## src/rtl/core/oef_pkg.sv

```systemverilog
`timescale 1ns / 1ps
// ----------------------------------------------------------------------------
// oef_pkg
// Shared types and constants of the one-euro position filter: fixed-point
// constants, register indexes, sequencer states and lane control structs.
// ----------------------------------------------------------------------------
package oef_pkg;

  localparam int AXES      = 3;
  localparam int FRAC_BITS = 16;

  localparam int CFG_IDX_W  = 8;
  localparam int CFG_DATA_W = 24;

  localparam logic [CFG_IDX_W-1:0] REG_MIN_CUTOFF   = 8'd0;
  localparam logic [CFG_IDX_W-1:0] REG_SPEED_GAIN   = 8'd1;
  localparam logic [CFG_IDX_W-1:0] REG_DERIV_CUTOFF = 8'd2;
  localparam logic [CFG_IDX_W-1:0] REG_JUMP_LIMIT   = 8'd3;

  localparam logic [15:0] MIN_CUTOFF_RST   = 16'd77;
  localparam logic [15:0] SPEED_GAIN_RST   = 16'd51;
  localparam logic [15:0] DERIV_CUTOFF_RST = 16'd256;
  localparam logic [23:0] JUMP_LIMIT_RST   = 24'd131072;

  // 256e6 / (2*pi), and the same shifted into the alpha fraction
  localparam logic [56:0] ALPHA_C     = 57'd40743665;
  localparam logic [41:0] ALPHA_NUM   = 42'd40743665 << 16;
  localparam logic [16:0] ALPHA_ONE   = 17'd65536;
  localparam int          ALPHA_STEPS = 17;

  localparam int          RATE_STEPS = 33;
  localparam logic [19:0] US_PER_S   = 20'd1000000;

  localparam logic [31:0] DT_MIN_US     = 32'd100;
  localparam logic [31:0] DT_DEFAULT_US = 32'd16667;
  localparam logic [48:0] CUTOFF_MAX    = 49'd16777215;

  typedef enum logic [4:0] {
    S_IDLE,
    S_DIST,
    S_DECIDE,
    S_RMUL,
    S_DSTART,
    S_DWAIT,
    S_RSAT,
    S_BRP,
    S_BRA,
    S_CMUL,
    S_CSUM,
    S_XMUL,
    S_ASTART,
    S_AWAIT,
    S_BPP,
    S_COMMIT,
    S_PRIME,
    S_OUT
  } state_t;

  typedef struct packed {
    logic load;
    logic jdist;
    logic prime;
    logic rmul;
    logic dstart;
    logic rsat;
    logic brp;
    logic bra;
    logic cmul;
    logic csum;
    logic xmul;
    logic astart;
    logic bpp;
    logic commit;
  } lane_ctl_t;

  typedef struct packed {
    logic        over;
    logic [47:0] sq;
    logic        busy;
  } lane_stat_t;

endpackage

```

## src/rtl/core/oef_alpha_div.sv

```systemverilog
`timescale 1ns / 1ps
// ----------------------------------------------------------------------------
// oef_alpha_div
// Smoothing factor unit: alpha = 2^16 - ceil(C*2^16 / (x + C)), one
// restoring quotient bit per cycle.
// ----------------------------------------------------------------------------
module oef_alpha_div import oef_pkg::*; (
  input  logic        clk,
  input  logic        rst,
  input  logic        start,
  input  logic [55:0] x,
  output logic        busy,
  output logic [16:0] alpha
);

  logic [41:0] rem;
  logic [72:0] dsh;
  logic [16:0] q;
  logic [4:0]  cnt;
  logic        ge;
  logic [16:0] comp;

  assign ge    = {31'b0, rem} >= dsh;
  assign comp  = q + {16'b0, rem != 42'd0};
  assign alpha = ALPHA_ONE - comp;

  always_ff @(posedge clk) begin
    if (rst) begin
      busy <= 1'b0;
      cnt  <= '0;
    end else if (start) begin
      busy <= 1'b1;
      cnt  <= 5'(ALPHA_STEPS);
    end else if (busy) begin
      cnt <= cnt - 5'd1;
      if (cnt == 5'd1) begin
        busy <= 1'b0;
      end
    end
  end

  always_ff @(posedge clk) begin
    if (start) begin
      rem <= ALPHA_NUM;
      dsh <= {(ALPHA_C + {1'b0, x}), 16'b0};
      q   <= '0;
    end else if (busy) begin
      if (ge) begin
        rem <= rem - dsh[41:0];
      end
      q   <= {q[15:0], ge};
      dsh <= dsh >> 1;
    end
  end

endmodule

```

## config.mk

```make
export PLATFORM = sky130hd
export DESIGN_NAME = oef_alpha_div
export DESIGN_NICKNAME = d
export VERILOG_FILES = /design/src/rtl/core/oef_pkg.sv /design/src/rtl/core/oef_alpha_div.sv
export SDC_FILE = /design/constraint.sdc
export NUM_CORES = 1
export LEC_CHECK = 0
export ABC_AREA = 0
export BUFFER_PORTS_ARGS = -buffer_cell sky130_fd_sc_hd__buf_2
export CAP_MARGIN = 20
export CORE_UTILIZATION = 65
export CTS_BUF_LIST = sky130_fd_sc_hd__clkbuf_8
export DETAILED_ROUTE_END_ITERATION = 8
export GPL_TIMING_DRIVEN = 1
export PLACE_DENSITY = 0.93
export SLEW_MARGIN = 10
export SYNTH_ARGS = -nofsm -noshare
export SYNTH_HDL_FRONTEND = slang
export SYNTH_SLANG_ARGS = --single-unit
```

## constraint.sdc

```tcl
create_clock -name clk -period 7.3 [get_ports clk]
set_input_delay 0 -clock clk [delete_from_list [all_inputs] [get_ports clk]]
set_output_delay 0 -clock clk [all_outputs]
set_load 0.01 [all_outputs]
```

==> impl_metrics.csv <==
group,metric,value,unit
outcome,status,"finished, final reports clean",
setup_path,critPathArrivalTime,3.99,ns
die,die_x,124,microns
power,total_power,1.85,mW
synthesis,yosysTopAreaCellShare,17.7,%
clock_tree,cts_inserted_buffers,17,
die,ios,77,
grt,grtUsageTotal,35.0,%
clock_tree,root_buffer,"clkbuf_8",
timing,fmax,0.251,GHz
cells_and_area,fin_cells,1453,
grt,grt_pass1_wl,41700,microns
routing,dr.pass1.iters,5,
power,power_density,169,mW/mm^2
setup_path,r2r_end,"rem[27]",
timing,grt_setup_unrepaired,"false",
synthesis,ys_top_cells_by_area,"edfxtp_1 18%, dfxtp_1 17%, ha_1 8.1%",
die,die_area,0.0154,sq mm
die,chipHeight,124,microns
synthesis,synth-seq-area-share,34.4,%
power,leakagePower,4.48,nW
synthesis,synth_nets,1283,
timing,timing.final.hold_violations,0,
setup_path,crit_path_end,"alpha[15]",
synthesis,syn-instance-count,1160,
clock_tree,htree_levels,4,
setup_path,required,7.30,ns
placed_design,dp_cells,1376,
die,fp.coreArea,0.0145,sq mm
routing,drc,0,
clock_tree,clkTransAtPathRegs,0.08,ns
routing,drt_wl_total,26900,microns
grt,antenna_found_initial,0,
timing,fin_crit,3.99,ns
cells_and_area,post-route-util,75.3,%
routing,avgRoutedWirePerCell,18.5,microns
setup_path,r2r-start,"dsh[1]",
clock_tree,clk-insertion-delay-late,0.48,ns
routing,dr_total_vias,9363,
timing,finalCritPeriodShare,54.7,%
timing,relSlewSlack,46.2,%
placed_design,placed_area,0.0101,sq mm
clock_tree,cts_tree,"done",
grt,overflow,0,
setup_path,critical_path.endpoint_type,"output port",
grt,grt_pass1_vias,8683,
clock_tree,clk_path_buf_depth,2,
cells_and_area,multi_input_area,0.00580,sq mm
cells_and_area,n_antenna_cell,0,
cells_and_area,area_growth,13.0,%
synthesis,ys_ff_latch,138,
clock_tree,cts_resized,0,
synthesis,async_flop_share,0,%
setup_path,path_max_fanout,3,
synthesis,synthDistinctLibCells,68,
cells_and_area,ff_latch_area,0.00333,sq mm
placed_design,globalplace.congestion,0.943,
routing,drt_iter0_drc,1106,
setup_path,cp-start-kind,"register",
synthesis,synth_edf_count,57,
cells_and_area,nets,1379,
clock_tree,cts_setup_buffers,0,
timing,finalMaxSlewViolations,0,
clock_tree,clock_sinks,138,
timing,setup_violations,0,
synthesis,synth_flop_cell,"dfxtp_1",
cells_and_area,finalInstanceArea,0.0109,sq mm
cells_and_area,drive_gt1_share,11.0,%
die,rows,44,
run,cap_violations,0,
timing,tightest_slew,0.807,ns
setup_path,r2r_slack,3.80,ns
synthesis,yosys-top-cells-count,"160 x nand2_1, 86 x nor2_1, 85 x inv_1",
synthesis,syn-cell-area,0.00969,sq mm
placed_design,portBuffers,76,
die,start_util,66.7,%
routing,via_per_inst,6.44,
power,ir_drop,0.140,mV
setup_path,rr_worst_depth,12,
synthesis,synthMostInstantiatedCell,"nand2_1",
synthesis,synth_largest_area_cell,"edfxtp_1",
timing,fin_setup_tns,0,ns
placed_design,hpwl,16400,microns
min_path,hold_path_class,"in2reg",
routing,ant_nets,0,
setup_path,crit_path_start,"rem[34]",
synthesis,avgSynthCellArea,8.35,sq um
timing,finClkSkew,0.0126,ns
grt,grt_max_degree,76,
setup_path,path_class,"reg2out",
cells_and_area,nFillCells,904,
synthesis,yosys_warnings,0,
-- flip-flops by register name, indices dropped and copies added (netlist names) --
signal	flops
q	17
busy	1
rem	42
cnt	5
dsh	73
-- final cells by class --
type | count | area share (%)
well taps | 184 | 2.10
clock inverters | 14 | 1.21
inverters | 85 | 2.91
repair buffers | 127 | 8.07
clock buffers | 18 | 2.26
multi-input cells | 887 | 53.0
flip-flops and latches | 138 | 30.5
-- stage by stage --
stage,hold WS [ns],setup WS [ns]
6_report,0.0193,3.31
5_1_grt,0.0126,3.00
4_1_cts,0.00155,3.30
3_5_place_dp,0.250,3.81
3_3_place_gp,0.239,3.93
2_1_floorplan,0.0691,4.63
-- per-layer routing --
| metal | share of wire [%] | track usage (%) | wire length, microns | vias to the layer above |
|---|---|---|---|---|
| met4 | 6.4 | 21.1 | 1730 | 0 |
| met5 | 0 | 0 | 0 | - |
| li1 | - | - | - | 4289 |
| met1 | 38 | 41.5 | 10200 | 4294 |
| met3 | 8.7 | 7.01 | 2330 | 166 |
| met2 | 47 | 58.6 | 12600 | 614 |
-- cell families after synthesis --
logic type      Yosys count  synth area share [%]
simple gates            391                  18.6
compound gates          295                  20.1
flops                   138                  34.4
buf+inv                 135                  5.76
xor+xnor                102                  9.22
fa+ha+maj                64                  8.34
mux                      35                  3.62
-- worst min-delay path by stage --
stage	start	end	cells past startpoint
after global placement	rst	busy	2
after detailed placement	rst	cnt[0]	2
after floorplan	rst	busy	1
after CTS	x[18]	dsh[34]	4
final	x[1]	dsh[17]	4
after global routing	x[1]	dsh[17]	4
-- what timing repair did --
item	4_1_cts	5_1_grt
hold endpoints to repair	53	0
endpoints found under the setup margin	0	0
hold buffers	44	0
-- critical path, cell delays in order (launching register included) --
cell,delay (ns)
dfxtp_1,0.34
nor4_1,0.57
nand4_1,0.23
nor3_1,0.24
ha_1,0.19
ha_1,0.15
inv_1,0.05
ha_1,0.19
o21bai_1,0.14
a21oi_1,0.12
o21bai_1,0.15
a21o_1,0.16
a21oi_1,0.10
o211ai_1,0.24
a31oi_1,0.11
o21ai_0,0.20
xor2_1,0.18
buf_2,0.15
-- where the power goes --
| part | switching [mW] | internal, mW | leakage (nW) |
|---|---|---|---|
| Sequential | 0.0263 | 0.849 | 1.25 |
| Combinational | 0.219 | 0.147 | 3.03 |
| Clock | 0.306 | 0.307 | 0.194 |
| Total | 0.552 | 1.30 | 4.48 |
-- placed cells by master (no fill, tap or decap), drive strengths merged, types with 4 or more instances in the layout --
master,synthesis,final
a21o,35,35
and4,4,4
o21ai,87,87
a211oi,13,13
o21a,10,10
mux2i,35,35
edfxtp,57,57
nor2,86,86
nand2,160,160
dlygate4sd3,0,44
o211ai,20,20
and3,17,17
o31ai,8,8
clkinv,0,5
buf,20,83
a22o,5,5
o21bai,10,10
and2,4,4
nand3,29,29
xor2,42,42
dfxtp,81,81
nand4,14,14
a21boi,4,4
nand2b,7,7
a31oi,6,6
a21oi,77,77
nor2b,4,4
ha,63,63
xnor2,60,60
nor4,22,22
or3,8,8
or2,5,5
nor3,26,26
clkbuf,30,18
inv,85,89
Note: power is estimated with default switching activity, not from simulation.
